===== src/rtl/ckd_pkg.sv =====
// chorded keypad decoder package: word and state types, codes and key tables
// used by the interfaces, the decoder modules and the checker
// no dependencies
package ckd_pkg;

   // configuration port geometry
   localparam int CSR_AW = 2;
   localparam int CSR_DW = 32;
   localparam logic [CSR_AW-1:0] HOLD_RELOAD_ADDR = '0;
   localparam logic [6:0] HOLD_RELOAD_RESET = 7'd30;

   // hold counter repeat threshold sits this far below the reload value
   localparam logic signed [7:0] REPEAT_OFFSET = 8'sd10;

   // command codes
   localparam logic CMD_SCAN = 1'b0;
   localparam logic CMD_READ = 1'b1;

   // special key settings
   localparam logic [7:0] REPEAT_CODE = 8'd128;
   localparam logic [2:0] SHIFT_GROUP = 3'd4;

   typedef enum logic [1:0] {
      MODE_RELEASED            = 2'd0,
      MODE_DOUBLE              = 2'd1,
      MODE_SINGLE              = 2'd2,
      MODE_SINGLE_AFTER_DOUBLE = 2'd3
   } mode_type;

   typedef struct packed {
      logic              cmd;
      logic [7:0]        scan_map;
   } req_word_type;

   typedef struct packed {
      logic [7:0]        key_code;
      logic              key_ready;
      logic              shift_active;
   } rsp_word_type;

   typedef struct packed {
      logic [7:0]        prior_sample;
      logic [7:0]        accepted_map;
      mode_type          mode;
      logic              hit_pending;
      logic [2:0]        group_index;
      logic              shift_on;
      logic signed [7:0] hold_count;
      logic [7:0]        key_latch;
   } state_type;

   localparam state_type STATE_RESET = '{
      prior_sample: 8'd0,
      accepted_map: 8'd0,
      mode:         MODE_RELEASED,
      hit_pending:  1'b0,
      group_index:  3'd0,
      shift_on:     1'b0,
      hold_count:   8'sd0,
      key_latch:    8'd0
   };

   // code for a lone key release, by shift and group key
   localparam logic [7:0] LONE_ROM [0:1][0:7] = '{
      '{8'h08, 8'h0b, 8'h09, 8'h07, 8'h00, 8'h0a, 8'h20, 8'h0d},
      '{8'h08, 8'h0b, 8'h09, 8'h7f, 8'h00, 8'h0a, 8'h1b, 8'h0a}
   };

   // code for a two-key chord, by shift, group key and second key
   localparam logic [7:0] CHORD_ROM [0:1][0:7][0:7] = '{
      '{
         '{REPEAT_CODE, 8'h31, 8'h32, 8'h33, REPEAT_CODE, 8'h34, 8'h35, 8'h2d},
         '{8'h2e, 8'h11, 8'h2c, 8'h21, 8'h3a, 8'h10, 8'h3b, 8'h22},
         '{8'h61, 8'h62, 8'h73, 8'h63, 8'h64, 8'h65, 8'h73, 8'h66},
         '{8'h6d, 8'h6e, 8'h6f, 8'h7a, 8'h70, 8'h71, 8'h72, 8'h7a},
         '{8'h0f, 8'h36, 8'h37, 8'h38, 8'h0f, 8'h39, 8'h30, 8'h2b},
         '{8'h2a, 8'h0e, 8'h2f, 8'h24, 8'h28, 8'h0e, 8'h29, 8'h3d},
         '{8'h67, 8'h68, 8'h73, 8'h69, 8'h6a, 8'h6b, 8'h73, 8'h6c},
         '{8'h74, 8'h75, 8'h76, 8'h7a, 8'h77, 8'h78, 8'h79, 8'h7a}
      },
      '{
         '{8'h00, 8'h7c, 8'h40, 8'h23, 8'h00, 8'h34, 8'h35, 8'h2d},
         '{8'h7f, 8'h00, 8'h25, 8'h3f, 8'h7b, 8'h00, 8'h7d, 8'h27},
         '{8'h41, 8'h42, 8'h53, 8'h43, 8'h44, 8'h45, 8'h53, 8'h46},
         '{8'h4d, 8'h4e, 8'h4f, 8'h5a, 8'h50, 8'h51, 8'h52, 8'h5a},
         '{8'h00, 8'h36, 8'h37, 8'h38, 8'h00, 8'h39, 8'h3c, 8'h3e},
         '{8'h5e, 8'h00, 8'h5c, 8'h60, 8'h5b, 8'h00, 8'h5d, 8'h26},
         '{8'h47, 8'h48, 8'h53, 8'h49, 8'h4a, 8'h4b, 8'h53, 8'h4c},
         '{8'h54, 8'h55, 8'h56, 8'h5a, 8'h57, 8'h58, 8'h59, 8'h5a}
      }
   };

   // index of the highest set bit, zero for an empty map
   function automatic logic [2:0] top_bit(input logic [7:0] m);
      logic [2:0] r;
      r = 3'd0;
      for (int i = 1; i < 8; i++) begin
         if (m[i]) r = 3'(i);
      end
      return r;
   endfunction

endpackage


===== src/rtl/ckd_if.sv =====
// chorded keypad decoder channel interfaces: request and response words
// with valid/ready handshake; depends on ckd_pkg
interface ckd_req_if;
   logic                  valid;
   logic                  ready;
   ckd_pkg::req_word_type data;

   modport source (output valid, output data, input ready);
   modport sink   (input valid, input data, output ready);
endinterface

interface ckd_rsp_if;
   logic                  valid;
   logic                  ready;
   ckd_pkg::rsp_word_type data;

   modport source (output valid, output data, input ready);
   modport sink   (input valid, input data, output ready);
endinterface


===== src/rtl/ckd_csr.sv =====
// chorded keypad decoder register port: holds the hold counter reload value
// depends on ckd_pkg
module ckd_csr (
   input  logic                       clock,
   input  logic                       reset,
   input  logic                       csr_psel,
   input  logic                       csr_penable,
   input  logic                       csr_pwrite,
   input  logic [ckd_pkg::CSR_AW-1:0] csr_paddr,
   input  logic [ckd_pkg::CSR_DW-1:0] csr_pwdata,
   output logic [ckd_pkg::CSR_DW-1:0] csr_prdata,
   output logic                       csr_pready,
   output logic [6:0]                 hold_reload
);

   logic [6:0] reload_ff;
   logic [6:0] reload_in;
   logic       wr_hit;

   // write decode on the access phase
   assign wr_hit = csr_psel && csr_penable && csr_pwrite
                   && (csr_paddr == ckd_pkg::HOLD_RELOAD_ADDR);

   always_comb begin
      reload_in = reload_ff;
      if (wr_hit) reload_in = csr_pwdata[6:0];
   end

   always_ff @(posedge clock) begin
      if (reset) begin
         reload_ff <= ckd_pkg::HOLD_RELOAD_RESET;
      end else begin
         reload_ff <= reload_in;
      end
   end

   // readback
   always_comb begin
      csr_prdata = '0;
      if (csr_paddr == ckd_pkg::HOLD_RELOAD_ADDR) begin
         csr_prdata = {{(ckd_pkg::CSR_DW-7){1'b0}}, reload_ff};
      end
   end

   assign csr_pready  = 1'b1;
   assign hold_reload = reload_ff;

endmodule


===== src/rtl/ckd_state_mem.sv =====
// chorded keypad decoder state memory: one-entry synchronous store with a
// registered read, write forwarding and a valid bit; depends on ckd_pkg
module ckd_state_mem (
   input  logic                clock,
   input  logic                reset,
   input  logic                wr_en,
   input  ckd_pkg::state_type  wr_data,
   output ckd_pkg::state_type  rd_data
);

   ckd_pkg::state_type state_mem [1];
   ckd_pkg::state_type rd_ff;
   logic               vld_ff;
   logic               vld_in;

   // storage write
   always_ff @(posedge clock) begin
      if (wr_en) state_mem[0] <= wr_data;
   end

   // registered read, a write in flight is forwarded to the next reader
   always_ff @(posedge clock) begin
      if (wr_en) begin
         rd_ff <= wr_data;
      end else begin
         rd_ff <= state_mem[0];
      end
   end

   assign vld_in = vld_ff || wr_en;

   always_ff @(posedge clock) begin
      if (reset) begin
         vld_ff <= 1'b0;
      end else begin
         vld_ff <= vld_in;
      end
   end

   // entry not yet written reads as the reset state
   assign rd_data = vld_ff ? rd_ff : ckd_pkg::STATE_RESET;

endmodule


===== src/rtl/ckd_update.sv =====
// chorded keypad decoder update logic: debounce, mode machine, hold counter
// and key lookup for one word; depends on ckd_pkg
module ckd_update (
   input  ckd_pkg::req_word_type word,
   input  ckd_pkg::state_type    cur,
   input  logic [6:0]            hold_reload,
   output ckd_pkg::state_type    nxt,
   output ckd_pkg::rsp_word_type rsp
);

   logic signed [7:0] reload_s;
   logic signed [7:0] threshold;
   logic [7:0]        map;
   logic [7:0]        rest;
   logic [7:0]        chord_code;
   logic [7:0]        out_code;
   logic              single_mode;

   assign map       = word.scan_map;
   assign reload_s  = $signed({1'b0, hold_reload});
   assign threshold = reload_s - ckd_pkg::REPEAT_OFFSET;

   // second key lookup, group key bit removed modulo 256
   assign rest        = map - (8'd1 << cur.group_index);
   assign chord_code  = ckd_pkg::CHORD_ROM[cur.shift_on][cur.group_index]
                                          [ckd_pkg::top_bit(rest)];
   assign single_mode = (cur.mode == ckd_pkg::MODE_SINGLE)
                        || (cur.mode == ckd_pkg::MODE_SINGLE_AFTER_DOUBLE);

   always_comb begin
      nxt      = cur;
      out_code = 8'd0;
      if (word.cmd == ckd_pkg::CMD_READ) begin
         // key read hands out the latch and clears the hit
         if (cur.hit_pending) begin
            out_code        = cur.key_latch;
            nxt.hit_pending = 1'b0;
         end
      end else begin
         if (map == cur.prior_sample) begin
            if (map == cur.accepted_map) begin
               // held map: hold counter and chord auto-repeat
               if (single_mode && !cur.hold_count[7]) begin
                  nxt.hold_count = cur.hold_count - 8'sd1;
               end else if (cur.mode == ckd_pkg::MODE_DOUBLE && !cur.hit_pending) begin
                  if (cur.hold_count >= threshold) begin
                     nxt.hold_count = cur.hold_count - 8'sd1;
                  end else begin
                     nxt.hold_count  = threshold;
                     nxt.hit_pending = 1'b1;
                  end
               end
            end else begin
               // accepted change
               nxt.accepted_map = map;
               if (!cur.hit_pending) begin
                  case (cur.mode)
                     ckd_pkg::MODE_DOUBLE: begin
                        if (map == 8'd0) begin
                           nxt.mode = ckd_pkg::MODE_RELEASED;
                        end else begin
                           nxt.group_index = ckd_pkg::top_bit(map);
                           nxt.mode        = ckd_pkg::MODE_SINGLE_AFTER_DOUBLE;
                        end
                     end
                     ckd_pkg::MODE_RELEASED: begin
                        nxt.group_index = ckd_pkg::top_bit(map);
                        nxt.mode        = ckd_pkg::MODE_SINGLE;
                     end
                     ckd_pkg::MODE_SINGLE: begin
                        if (map == 8'd0) begin
                           nxt.mode = ckd_pkg::MODE_RELEASED;
                           if (!cur.hold_count[7]) begin
                              if (cur.group_index == ckd_pkg::SHIFT_GROUP) begin
                                 nxt.shift_on = !cur.shift_on;
                              end else begin
                                 nxt.key_latch   = ckd_pkg::LONE_ROM[cur.shift_on]
                                                                    [cur.group_index];
                                 nxt.shift_on    = 1'b0;
                                 nxt.hit_pending = 1'b1;
                              end
                           end
                        end else begin
                           if (chord_code != ckd_pkg::REPEAT_CODE) begin
                              nxt.key_latch = chord_code;
                              nxt.shift_on  = 1'b0;
                           end
                           nxt.mode        = ckd_pkg::MODE_DOUBLE;
                           nxt.hit_pending = 1'b1;
                        end
                     end
                     default: begin
                        if (map == 8'd0) begin
                           nxt.mode = ckd_pkg::MODE_RELEASED;
                        end else begin
                           if (chord_code != ckd_pkg::REPEAT_CODE) begin
                              nxt.key_latch = chord_code;
                              nxt.shift_on  = 1'b0;
                           end
                           nxt.mode        = ckd_pkg::MODE_DOUBLE;
                           nxt.hit_pending = 1'b1;
                        end
                     end
                  endcase
               end
               nxt.hold_count = reload_s;
            end
         end
         nxt.prior_sample = map;
      end
   end

   assign rsp.key_code     = out_code;
   assign rsp.key_ready    = nxt.hit_pending;
   assign rsp.shift_active = nxt.shift_on;

endmodule


===== src/rtl/chorded_keypad_decoder_top.sv =====
// Chorded keypad decoder, top level. Takes one word per clock cycle with no
// stalls of its own while the response side is ready: a request word is
// registered, then while it sits in the input register the decoder state is
// read from the one-entry state memory (a write from the word just before is
// forwarded), updated and written back, and the response word lands in an
// output register. The input register and output register let a new word
// enter while a response waits on rsp_chan.ready. The state memory has a
// valid bit and needs no clearing pass after reset. Register 0 at address 0
// holds the hold counter reload value (reset 30); write it only while no word
// is in flight.
// depends on ckd_pkg, ckd_if, ckd_csr, ckd_state_mem, ckd_update
module chorded_keypad_decoder_top (
   input  logic                       clock,
   input  logic                       reset,
   ckd_req_if.sink                    req_chan,
   ckd_rsp_if.source                  rsp_chan,
   input  logic                       csr_psel,
   input  logic                       csr_penable,
   input  logic                       csr_pwrite,
   input  logic [ckd_pkg::CSR_AW-1:0] csr_paddr,
   input  logic [ckd_pkg::CSR_DW-1:0] csr_pwdata,
   output logic [ckd_pkg::CSR_DW-1:0] csr_prdata,
   output logic                       csr_pready
);

   logic                  s_vld_ff;
   logic                  s_vld_in;
   ckd_pkg::req_word_type s_word_ff;
   logic                  o_vld_ff;
   logic                  o_vld_in;
   ckd_pkg::rsp_word_type o_word_ff;
   logic                  advance;
   logic                  req_take;
   logic [6:0]            hold_reload;
   ckd_pkg::state_type    cur_state;
   ckd_pkg::state_type    nxt_state;
   ckd_pkg::rsp_word_type rsp_word;

   ckd_csr u_csr (
      .clock       (clock),
      .reset       (reset),
      .csr_psel    (csr_psel),
      .csr_penable (csr_penable),
      .csr_pwrite  (csr_pwrite),
      .csr_paddr   (csr_paddr),
      .csr_pwdata  (csr_pwdata),
      .csr_prdata  (csr_prdata),
      .csr_pready  (csr_pready),
      .hold_reload (hold_reload)
   );

   // handshake and pipeline advance
   assign advance        = !o_vld_ff || rsp_chan.ready;
   assign req_chan.ready = !s_vld_ff || advance;
   assign req_take       = req_chan.valid && req_chan.ready;

   assign s_vld_in = (s_vld_ff && !advance) || req_take;
   assign o_vld_in = s_vld_ff || (o_vld_ff && !rsp_chan.ready);

   always_ff @(posedge clock) begin
      if (reset) begin
         s_vld_ff <= 1'b0;
         o_vld_ff <= 1'b0;
      end else begin
         s_vld_ff <= s_vld_in;
         o_vld_ff <= o_vld_in;
      end
   end

   // input word register
   always_ff @(posedge clock) begin
      if (req_take) s_word_ff <= req_chan.data;
   end

   // state read-modify-write
   ckd_state_mem u_state_mem (
      .clock   (clock),
      .reset   (reset),
      .wr_en   (s_vld_ff && advance),
      .wr_data (nxt_state),
      .rd_data (cur_state)
   );

   ckd_update u_update (
      .word        (s_word_ff),
      .cur         (cur_state),
      .hold_reload (hold_reload),
      .nxt         (nxt_state),
      .rsp         (rsp_word)
   );

   // output word register
   always_ff @(posedge clock) begin
      if (s_vld_ff && advance) o_word_ff <= rsp_word;
   end

   assign rsp_chan.valid = o_vld_ff;
   assign rsp_chan.data  = o_word_ff;

endmodule


===== src/flat_wrapper.sv =====
// flat-port wrapper written by rule: the top's interface ports become plain ports
module chorded_keypad_decoder_top_flat 
  (clock, reset, csr_psel, csr_penable, csr_pwrite, csr_paddr, csr_pwdata, csr_prdata, csr_pready, req_chan_valid, req_chan_data, req_chan_ready, rsp_chan_valid, rsp_chan_data, rsp_chan_ready);
  ckd_req_if req_chan_i ();
  ckd_rsp_if rsp_chan_i ();
  input  logic clock;
  input  logic reset;
  input  logic csr_psel;
  input  logic csr_penable;
  input  logic csr_pwrite;
  input  logic [ckd_pkg::CSR_AW-1:0] csr_paddr;
  input  logic [ckd_pkg::CSR_DW-1:0] csr_pwdata;
  output logic [ckd_pkg::CSR_DW-1:0] csr_prdata;
  output logic csr_pready;
  input wire logic [$bits(req_chan_i.valid)-1:0] req_chan_valid;
  input wire logic [$bits(req_chan_i.data)-1:0] req_chan_data;
  output wire logic [$bits(req_chan_i.ready)-1:0] req_chan_ready;
  output wire logic [$bits(rsp_chan_i.valid)-1:0] rsp_chan_valid;
  output wire logic [$bits(rsp_chan_i.data)-1:0] rsp_chan_data;
  input wire logic [$bits(rsp_chan_i.ready)-1:0] rsp_chan_ready;
  assign req_chan_i.valid = req_chan_valid;
  assign req_chan_i.data = req_chan_data;
  assign req_chan_ready = req_chan_i.ready;
  assign rsp_chan_valid = rsp_chan_i.valid;
  assign rsp_chan_data = rsp_chan_i.data;
  assign rsp_chan_i.ready = rsp_chan_ready;
  chorded_keypad_decoder_top u_core (.clock(clock), .reset(reset), .req_chan(req_chan_i), .rsp_chan(rsp_chan_i), .csr_psel(csr_psel), .csr_penable(csr_penable), .csr_pwrite(csr_pwrite), .csr_paddr(csr_paddr), .csr_pwdata(csr_pwdata), .csr_prdata(csr_prdata), .csr_pready(csr_pready));
endmodule

===== config.mk =====
export PLATFORM = sky130hd
export DESIGN_NAME = chorded_keypad_decoder_top_flat
export DESIGN_NICKNAME = d
export VERILOG_FILES = /design/src/rtl/ckd_pkg.sv /design/src/rtl/ckd_if.sv /design/src/rtl/ckd_csr.sv /design/src/rtl/ckd_state_mem.sv /design/src/rtl/ckd_update.sv /design/src/rtl/chorded_keypad_decoder_top.sv /design/src/flat_wrapper.sv
export SDC_FILE = /design/constraint.sdc
export NUM_CORES = 1
export LEC_CHECK = 0
export ABC_AREA = 1
export BUFFER_PORTS_ARGS = -buffer_cell sky130_fd_sc_hd__clkbuf_2
export CAP_MARGIN = 20
export CORE_UTILIZATION = 65
export CTS_BUF_LIST = sky130_fd_sc_hd__clkbuf_4
export CTS_CLUSTER_DIAMETER = 50
export DETAILED_ROUTE_END_ITERATION = 16
export GPL_ROUTABILITY_DRIVEN = 0
export HOLD_SLACK_MARGIN = 0.08
export PLACE_DENSITY = 0.91
export SYNTH_ARGS = -nofsm -noshare
export SYNTH_HDL_FRONTEND = slang
export SYNTH_HIERARCHICAL = 1
export SYNTH_SLANG_ARGS = --single-unit

===== constraint.sdc =====
create_clock -name clock -period 10.74 [get_ports clock]
set_input_delay 0.537 -clock clock [delete_from_list [all_inputs] [get_ports clock]]
set_output_delay 0.537 -clock clock [all_outputs]
set_load 0.005 [all_outputs]

## Word-level counts from Yosys, hierarchy flattened

Memories as Yosys holds them, arrays and structs flattened. A register that Yosys moved wholly into a read port is not among the register bits.
Cells that the tools add are included.
Widths: inputs -> output; s select.

- Add/sub/neg operators: 3
- $mul: 0
- Div/mod/pow operators: 0
- Order comparisons: 4
- Equality and inequality tests: 7
- Shift operators: 1
- Mux-type cells: 72
- Bitwise gates (word level): 3
- Reduce and logical (&&, ||, !) cells: 27

Operators by type and width:

| kind | count |
|---|---|
| $mux 512 | 3 |
| $mux 64 | 4 |
| $bmux 64 s3 | 1 |
| $mux 8 | 15 |
| $mux 39 | 2 |
| $bmux 8 s3 | 2 |
| $mux 3 | 11 |
| $mux 31 | 1 |
| $mux 20 | 1 |
| $mux 1 | 18 |
| $mux 18 | 1 |
| $eq 8x8->1 | 2 |
| $pmux 8 s2 | 1 |
| $mux 7 | 2 |
| $mux 10 | 1 |
| $logic_and 1x1->1 | 9 |
| $ge 4x4->1 const B | 2 |
| $ge 8x8->1 | 1 |
| $logic_not 8->1 | 1 |
| $mux 2 | 4 |
| $ne 8x8->1 const B | 1 |
| $not 3->4 | 2 |
| $shl 1x3->8 const A | 1 |
| $sub 7x4->8 const B | 1 |
| 16 further kinds | 30 |

- Register bits after elaboration: 29
- Bits in latches: 0
- RAM bits: 39
- ROM bits: 0
- Input bits: 50
- Output and inout bits: 45
- Word-level logic and storage cells: 127
- Memories: 1

Memories:

| name | depth | width | read ports | clocked after Yosys merged registers in | write ports | line | source |
|---|---|---|---|---|---|---|---|
| u_core.u_state_mem.state_mem | 1 | 39 | 1 | 1 | 1 | ckd_state_mem.sv:11 | `ckd_pkg::state_type state_mem [1];` |

## Longest topological paths before layout

Gate-level depths: netlist of the first run.

- Depth after elaboration: 22
- Mapped depth: 33
- Mapped depth without buffers: 31

## Modules after synthesis

Netlist of the first run, hierarchy kept.

Modules (own cells, without submodules):

| module | instances | cells an instance | area an instance (um^2) | sequential area each (um^2) |
|---|---|---|---|---|
| ckd_update | 1 | 709 | 3,686.0 | 0.0 |
| ckd_state_mem | 1 | 124 | 1,514.0 | 1,191.1 |
| chorded_keypad_decoder_top | 1 | 31 | 661.9 | 610.6 |
| ckd_csr | 1 | 87 | 581.8 | 140.1 |

## Worst setup path after synthesis of the first run

No wires, ideal clock.

- Path type: reg2reg
- From: register u_core.u_state_mem.vld_ff
- To: register u_core.o_word_ff (netlist bit u_core/rsp_chan.data[0]), data pin
- Setup time: 0.251 ns
- Arrival: 3.583 ns
- Required time: 10.489 ns
- Path slack: 6.906 ns
- Cell stages (with the launch flop): 29
- Buffers on the path: 3
- Period minus slack after synthesis: 3.834 ns
- Cell sequence: dfxtp_1 > buf_2 > nand2_1 > inv_1 > clkbuf_1 > inv_1 > ha_1 > nand2_2 > inv_1 > fa_1 > inv_1 > nand3_1 > nand3_1 > nand2_1 > nand2_2 > inv_2 > a21oi_1 > nand2_1 > nand3_1 > nand2_1 > nand2_1 > nand2_1 > nand2_1 > nor2_1 > nand2_1 > o22ai_1 > nand2_1 > nand2_1 > buf_4

RTL lines:

| item | line | source |
|---|---|---|
| start, declared | ckd_state_mem.sv:13 | `logic vld_ff;` |
| start signal, assigned | ckd_state_mem.sv:36 | `vld_ff <= vld_in;` |
| end signal, assigned | chorded_keypad_decoder_top.sv:94 | `if (s_vld_ff && advance) o_word_ff <= rsp_word;` |
| end, declared | chorded_keypad_decoder_top.sv:31 | `ckd_pkg::rsp_word_type o_word_ff;` |

==> impl_metrics.env, run 1 <==
export IMPL_status="finished clean"
export IMPL_die_h_um=102
export IMPL_synth_cell_type_count=49
export IMPL_synth_cells=951
export IMPL_synth_async_reset_ratio_pct=0
export IMPL_r2r_end="u_core/u_state_mem/state_mem[0][7]$_DFFE_PP_"
export IMPL_period_share_pct=46.1
export IMPL_ys_seq_elements=68
export IMPL_cts_tree="built"
export IMPL_hold_viol=0
export IMPL_grt_pass1_vias=5604
export IMPL_clock_fmax_mhz=202
export IMPL_crit_start="u_core/u_state_mem/vld_ff$_SDFF_PP0_"
export IMPL_min_period_ns=4.95
export IMPL_drive_above_1_share_pct=10.8
export IMPL_worstPathArrival_ns=5.13
export IMPL_synth_most_common_cell="nand2_1"
export IMPL_power_density_nw_per_um2=99.2
export IMPL_drt_iter0_drc=611
export IMPL_synth_area_leaders="edfxtp_1 (27%), nand2_1 (14%), inv_1 (8.6%)"
export IMPL_netlist_area_um2=6440
export IMPL_port_buffers=43
export IMPL_clock_latency_ns=0.42
export IMPL_die_w_um=102
export IMPL_worstSetupPathType="reg -> reg"
export IMPL_crit_fanout=39
export IMPL_slowest_delay_ns=0.40
export IMPL_irDropWorstVdd_mv=0.0941
export IMPL_numCtsBuffers=9
export IMPL_grt_pass1_wl_mm=25.1
export IMPL_worst_slew_pin_slew_ns=0.765
export IMPL_detail_route_antenna_nets=0
export IMPL_timing_rr_start="u_core/u_state_mem/vld_ff$_SDFF_PP0_"
export IMPL_cts_buffer_depth=2
export IMPL_cp_depth=25
export IMPL_viasPerCell=5.71
export IMPL_fill_cells=830
export IMPL_rsz0062_at_grt="no"
export IMPL_hold_buffers=0
export IMPL_placementRows=35
export IMPL_htreeDepth=3
export IMPL_cts_root_buf="clkbuf_4"
export IMPL_cts_sinks=68
export IMPL_crit_buf_inv=4
export IMPL_max_cap_viol_count=0
export IMPL_r2r_cells=25
export IMPL_core_area_um2=9420
export IMPL_cts_setup_buffers=0
export IMPL_skew_ns=0.0236
export IMPL_drcViolationCount=0
export IMPL_track_usage_pct=30.6
export IMPL_ys_warn_count=6
export IMPL_slowest_stage="buf_4"
export IMPL_dp_hpwl_mm=11.0
export IMPL_yosysTopAreaCell="edfxtp_1"
export IMPL_fp_dieArea_um2=10300
export IMPL_wl_per_cell_um=13.7
export IMPL_start_util_pct=68.4
export IMPL_clk_pin_slew_ns=0.14
export IMPL_hold_path_depth=1
export IMPL_finalSetupTns_ns=0
export IMPL_end_kind="flop"
export IMPL_n_antenna_cell=0
export IMPL_r2r_slack_ns=5.79
export IMPL_yosysSeqAreaShare_pct=30.1
export IMPL_via_count=6324
export IMPL_cpMostUsedCell="nand2_1"
export IMPL_ioPinCount=95
export IMPL_start_kind="flop"
export IMPL_synth_edff_count=58
export IMPL_syn_to_final_growth_pct=4.06
export IMPL_routed_wl_mm=15.1
export IMPL_layout_area_seq_um2=1940
export IMPL_synth_top_area_share_pct=27.0
export IMPL_avgSynthCellArea_um2=6.78
export IMPL_overflow=0
export IMPL_multi_input_area_um2=3640
export IMPL_grt_start_max_net_pins=51
export IMPL_worstSetupEndpoint="u_core/u_state_mem/state_mem[0][7]$_DFFE_PP_"
export IMPL_relSlewSlack_pct=48.9
export IMPL_holdWs_ns=0.282
export IMPL_path_delay_family="simple AND/OR/NAND/NOR gates"
export IMPL_nNetsFinal=1053
export IMPL_synth_flop_cell="edfxtp_1"
export IMPL_yosys_top_cells_count="nand2_1 (232), inv_1 (147), nor2_1 (96)"
export IMPL_leakage_uw=0.00340
export IMPL_cts_resized=0
export IMPL_antenna_found_initial=0
export IMPL_slew_violations=0
export IMPL_required_ns=10.92
export IMPL_setup_viol=0
export IMPL_min_path_type="in -> reg"
export IMPL_drtPass1Iterations=6
report_power, final:
group          switching [uW]  leakage (uW)  internal (uW)
registers                8.23      0.000642            300
logic                     129       0.00269           56.9
clock network            99.3     0.0000725           72.0
worst min-delay path by stage:
stage / from / end / slack, ns
detailed placement: u_core/s_vld_ff$_SDFF_PP0_ / u_core/s_vld_ff$_SDFF_PP0_ / 0.49
global route: req_chan_data[1] / u_core/s_word_ff[1]$_DFFE_PP_ / 0.25
floorplan: u_core/s_vld_ff$_SDFF_PP0_ / u_core/rsp_chan.valid$_SDFF_PP0_ / 0.46
finish: req_chan_data[1] / u_core/s_word_ff[1]$_DFFE_PP_ / 0.28
global placement: u_core/s_vld_ff$_SDFF_PP0_ / u_core/s_vld_ff$_SDFF_PP0_ / 0.49
CTS: req_chan_data[3] / u_core/s_word_ff[3]$_DFFE_PP_ / 0.27
sequential cells by signal, indices dropped and copies added, names as in the netlist:
name,flops
u_core/u_state_mem/state_mem,39
u_core/u_state_mem/vld_ff,1
u_core/rsp_chan.data,10
u_core/s_vld_ff,1
u_core/rsp_chan.valid,1
u_core/u_csr/hold_reload,7
u_core/s_word_ff,9
metal layers:
metal	vias up	global-route usage, %	part of all wire, %
li1	3100	-	-
met5	-	0	0
met2	357	50.2	46
met4	0	13.0	2.6
met3	47	4.90	9.3
met1	2820	40.0	42
cell families after synthesis:
family	after synthesis	share of synthesized area, %
AO/OA/AOI/OAI	151	14.0
buffers and inverters	213	15.0
XOR/XNOR	18	2.45
adder cells (fa/ha/maj)	29	5.75
flip-flops	68	30.1
AND/OR/NAND/NOR	470	32.5
other	2	0.117
cell type report:
class	count	area share, %
clock inverters	7	1.14
inverters	155	8.68
flip-flops and latches	68	29.0
repair buffers	46	3.55
clock buffers	9	1.01
multi-input cells	694	54.3
well taps	129	2.41
worst register-to-register path, cell delays in order, from the launching register on:
cell	delay [ns]
dfxtp_1	0.38
buf_4	0.41
nand2_1	0.10
inv_1	0.40
inv_1	0.26
ha_1	0.31
nand2_1	0.14
ha_1	0.30
a21oi_2	0.22
nor2_1	0.06
nor2_1	0.16
nand3_1	0.15
nand2_4	0.27
nand3_2	0.36
nor2_1	0.19
nand3_1	0.08
nand2_1	0.07
inv_1	0.04
nand2_1	0.11
nand3_1	0.09
nor2_1	0.29
nand3_1	0.12
nand2_1	0.08
nand2_1	0.05
nand2_1	0.06
nand2_1	0.05
through the flow:
| stage | area [um2] | total power [uW] | std cells | setup slack [ns] | utilization [%] |
|---|---|---|---|---|---|
| 3_3_place_gp | 6560 | 490 | 1092 | 6.03 | 69.7 |
| 5_1_grt | 6710 | 702 | 1108 | 5.29 | 71.2 |
| 2_1_floorplan | 6530 | 465 | 975 | 6.91 | - |
| 6_report | 6710 | 665 | 1108 | 5.79 | 71.2 |
| 3_5_place_dp | 6560 | 494 | 1092 | 5.93 | 69.7 |
| 4_1_cts | 6710 | 662 | 1108 | 5.90 | 71.2 |
cells in the final DEF, fill, tap and decap left out, types with 16 or more instances in the layout:
cell type / count
nand2_1: 232
inv_1: 147
nor2_1: 96
nand3_1: 86
edfxtp_1: 58
a21oi_1: 48
clkbuf_2: 43
o21ai_0: 43
ha_1: 28
conb_1: 26
o211ai_1: 18
xor2_1: 16
Note: power is estimated with default switching activity, not from simulation.
==> run 2, diff against run 1 <==
ABC_AREA = 0   (was 1)
CORE_UTILIZATION = 60   (was 65)
PLACE_DENSITY = 0.86   (was 0.91)
clock period = 5 ns   (was 10.74 ns; I/O delays follow)
==> run 2 against run 1 <==
  * Sequential cell count is the same
  * Hold slack got worse by 0.18 ns
  * First-iteration DRC count fell by 18%
  * Die area decreased by 1.4%
  * Clock-buffer cell count is 1 higher
  * Critical path depth shrank 8
  * Final cell count is 22% lower
  * Wire length shrank 5.1%
  * Clock power increased by 140%
  * Global-route usage down 2.0 points
  * Critical path type unchanged
  * Largest cell class unchanged
==> impl_metrics.env, run 2 <==
export IMPL_seq_power_share_pct=44.9
export IMPL_clock_fmax_mhz=210
export IMPL_utilization_pct=69.2
export IMPL_avgSynthCellArea_um2=8.66
export IMPL_dp_hpwl_mm=10.2
export IMPL_final_common_cell="nand2_1"
export IMPL_core_area_um2=9370
export IMPL_setup_ws_ns=0.235
export IMPL_die_h_um=101
export IMPL_detail_route_antenna_nets=0
export IMPL_routed_wl_mm=14.4
export IMPL_multi_input_area_um2=3590
export IMPL_synth_edff_count=58
export IMPL_via_count=5412
export IMPL_final_cell_mix="nand2_1 (66), edfxtp_1 (58), nor2_1 (56)"
export IMPL_antenna_found_initial=0
export IMPL_layout_area_seq_um2=1940
export IMPL_power_density_nw_per_um2=227
export IMPL_crit_fanout=22
export IMPL_cts_buffer_depth=2
export IMPL_largest_reg_flops=39
export IMPL_wl_met1_mm=5.84
export IMPL_nNetsFinal=806
export IMPL_setup_viol=0
export IMPL_required_ns=5.17
export IMPL_hold_viol=0
export IMPL_grt_start_max_net_pins=51
export IMPL_drt_iter0_drc=502
export IMPL_swShare_pct=30.9
export IMPL_drive_above_1_share_pct=18.3
export IMPL_ioPinCount=95
export IMPL_synth_area_leaders="edfxtp_1 (30%), ha_1 (6.0%), and2_1 (4.5%)"
export IMPL_yosysSeqAreaShare_pct=33.1
export IMPL_p_switching_uw=455
export IMPL_yosys_top_cells_count="nand2_1 (66), edfxtp_1 (58), nor2_1 (57)"
export IMPL_min_path_type="in -> reg"
export IMPL_relSlewSlack_pct=53.0
export IMPL_max_cap_viol_count=0
export IMPL_placementRows=35
export IMPL_path_cells="buf_4 -> and2_2 -> inv_1 -> nand2_1 -> ha_2 -> nand4_1 -> o22a_1 -> a221oi_2 -> o21bai_1 -> buf_4 -> and2_2 -> mux2i_1 -> o21ai_0 -> nor3_2 -> nor2_1 -> a311o_2 -> a221o_1"
export IMPL_combPwrFrac_pct=27.1
export IMPL_wl_per_cell_um=16.7
export IMPL_synth_most_common_cell="nand2_1"
export IMPL_drtPass1Iterations=8
export IMPL_synth_cell_type_count=81
export IMPL_start_kind="flop"
export IMPL_overflow=0
export IMPL_finalSetupTns_ns=0
export IMPL_slew_violations=0
export IMPL_grt_pass1_vias=4874
export IMPL_irDropWorstVdd_mv=0.174
export IMPL_synth_flop_cell="edfxtp_1"
export IMPL_die_w_um=101
export IMPL_top_register="u_core/u_state_mem/state_mem"
export IMPL_leakage_uw=0.00263
export IMPL_track_usage_pct=28.5
export IMPL_cts_sinks=68
export IMPL_n_antenna_cell=0
export IMPL_synth_cells=677
export IMPL_htreeDepth=3
export IMPL_clock_latency_ns=0.41
export IMPL_ys_seq_elements=68
export IMPL_cts_tree="built"
export IMPL_end_kind="flop"
export IMPL_start_util_pct=62.6
export IMPL_worst_slew_pin_slew_ns=0.705
export IMPL_worstPathArrival_ns=4.93
export IMPL_worstSetupPathType="reg -> reg"
export IMPL_synth_async_reset_ratio_pct=0
export IMPL_port_buffers=43
export IMPL_slowest_stage="a311o_2"
export IMPL_slowest_delay_ns=0.47
export IMPL_dpl_cell_area_um2=6140
export IMPL_cts_root_buf="clkbuf_4"
export IMPL_yosysTopAreaCell="edfxtp_1"
export IMPL_rsz0062_at_grt="no"
export IMPL_wl_met2_mm=6.60
export IMPL_syn_to_final_growth_pct=10.6
export IMPL_viasPerCell=6.29
export IMPL_pre_cts_ws_ns=0.0969
export IMPL_top_layer_used="met4"
export IMPL_clkPwrFrac_pct=28.0
export IMPL_fill_cells=754
export IMPL_drcViolationCount=0
export IMPL_netlist_area_um2=5860
export IMPL_period_share_pct=95.3
export IMPL_skew_ns=0.0102
export IMPL_clk_pin_slew_ns=0.12
export IMPL_ys_warn_count=6
export IMPL_status="finished clean"
export IMPL_fp_dieArea_um2=10200
export IMPL_min_period_ns=4.77
export IMPL_post_route_cell_area_um2=6490
export IMPL_grt_pass1_wl_mm=22.7
export IMPL_internal_power_uw=1020
export IMPL_synth_top_area_share_pct=29.7
export IMPL_wl_met3_mm=1.43
export IMPL_numCtsBuffers=9
[run 2: cell count changes in the layout (fill, tap and decap cells not counted), sizes merged, moves of 13 or more]
cell    change
nand3      -75
buf        +24
inv       -133
and2       +51
nor2       -46
nand2b     +16
nand2     -183
o211ai     -13
mux2       +15
[run 2: path summary, 6_finish.rpt]
| check | from | end | slack, ns | cells after the start |
|---|---|---|---|---|
| hold / removal | csr_pwdata[0] | u_core/u_csr/hold_reload[0]$_SDFFE_PP0P_ | 0.11 | 3 |
| hold reg to reg | u_core/s_vld_ff$_SDFF_PP0_ | u_core/rsp_chan.valid$_SDFF_PP0_ | 0.51 | 2 |
| setup / recovery | u_core/u_state_mem/vld_ff$_SDFF_PP0_ | u_core/u_state_mem/state_mem[0][1]$_DFFE_PP_ | 0.23 | 17 |
| setup reg to reg | u_core/u_state_mem/vld_ff$_SDFF_PP0_ | u_core/u_state_mem/state_mem[0][1]$_DFFE_PP_ | 0.23 | 17 |
[run 2: area by class of cell]
type,count,share of cell area (%)
Sequential cell,68,29.9
Clock buffer,10,1.16
Clock inverter,6,1.35
Tap cell,129,2.49
Multi-Input combinational cell,546,55.4
Inverter,20,1.16
Timing Repair Buffer,82,8.49
[run 2: repair_timing]
action                                 in CTS  in global routing
hold buffers                               11                  1
endpoints found under the hold margin      11                  1
setup endpoints to repair                   0                 10
setup buffers                               0                  1
resized for setup                           0                  9
[run 2: metrics by stage]
stage / cells / hold WS [ns] / total power [uW]
floorplan: 701 / 0.312 / 951
global route: 861 / 0.0812 / 1540
global placement: 831 / 0.427 / 1020
detailed placement: 831 / 0.429 / 1040
finish: 861 / 0.107 / 1470
CTS: 858 / 0.0820 / 1460
[run 2: logic make-up after synthesis]
kind of cell             Yosys count  share of synthesized area, %
AND/OR/NAND/NOR                  269                          23.8
multiplexers                      28                          5.38
buffers and inverters             87                          7.73
other                              2                         0.128
adder cells (fa/ha/maj)           29                          6.32
AO/OA/AOI/OAI                    168                          19.5
XOR/XNOR                          26                          4.01
flip-flops                        68                          33.1
[run 2: worst max-delay path, delay by kind of cell, from the launching register on]
family                     cells  cell delay (ns)
AOI/OAI and AO/OA              6             1.74
adders and majority gates      1             0.46
muxes                          1             0.21
buffers and inverters          3             0.58
DFF                            1             0.35
and+or+nand+nor                6             1.18
[run 2: metal layers]
| metal | vias to the layer above | track usage (%) |
|---|---|---|
| met2 | 368 | 45.8 |
| li1 | 2514 | - |
| met4 | 0 | 12.8 |
| met3 | 69 | 6.52 |
| met5 | - | 0 |
| met1 | 2461 | 36.7 |
[run 2: power by group through the flow]
stage	clock [uW]	combinational [uW]	sequential [uW]
floorplan	0	287	664
global placement	0	350	672
CTS	421	373	661
finish	411	398	660
detailed placement	0	364	674
global route	447	432	663
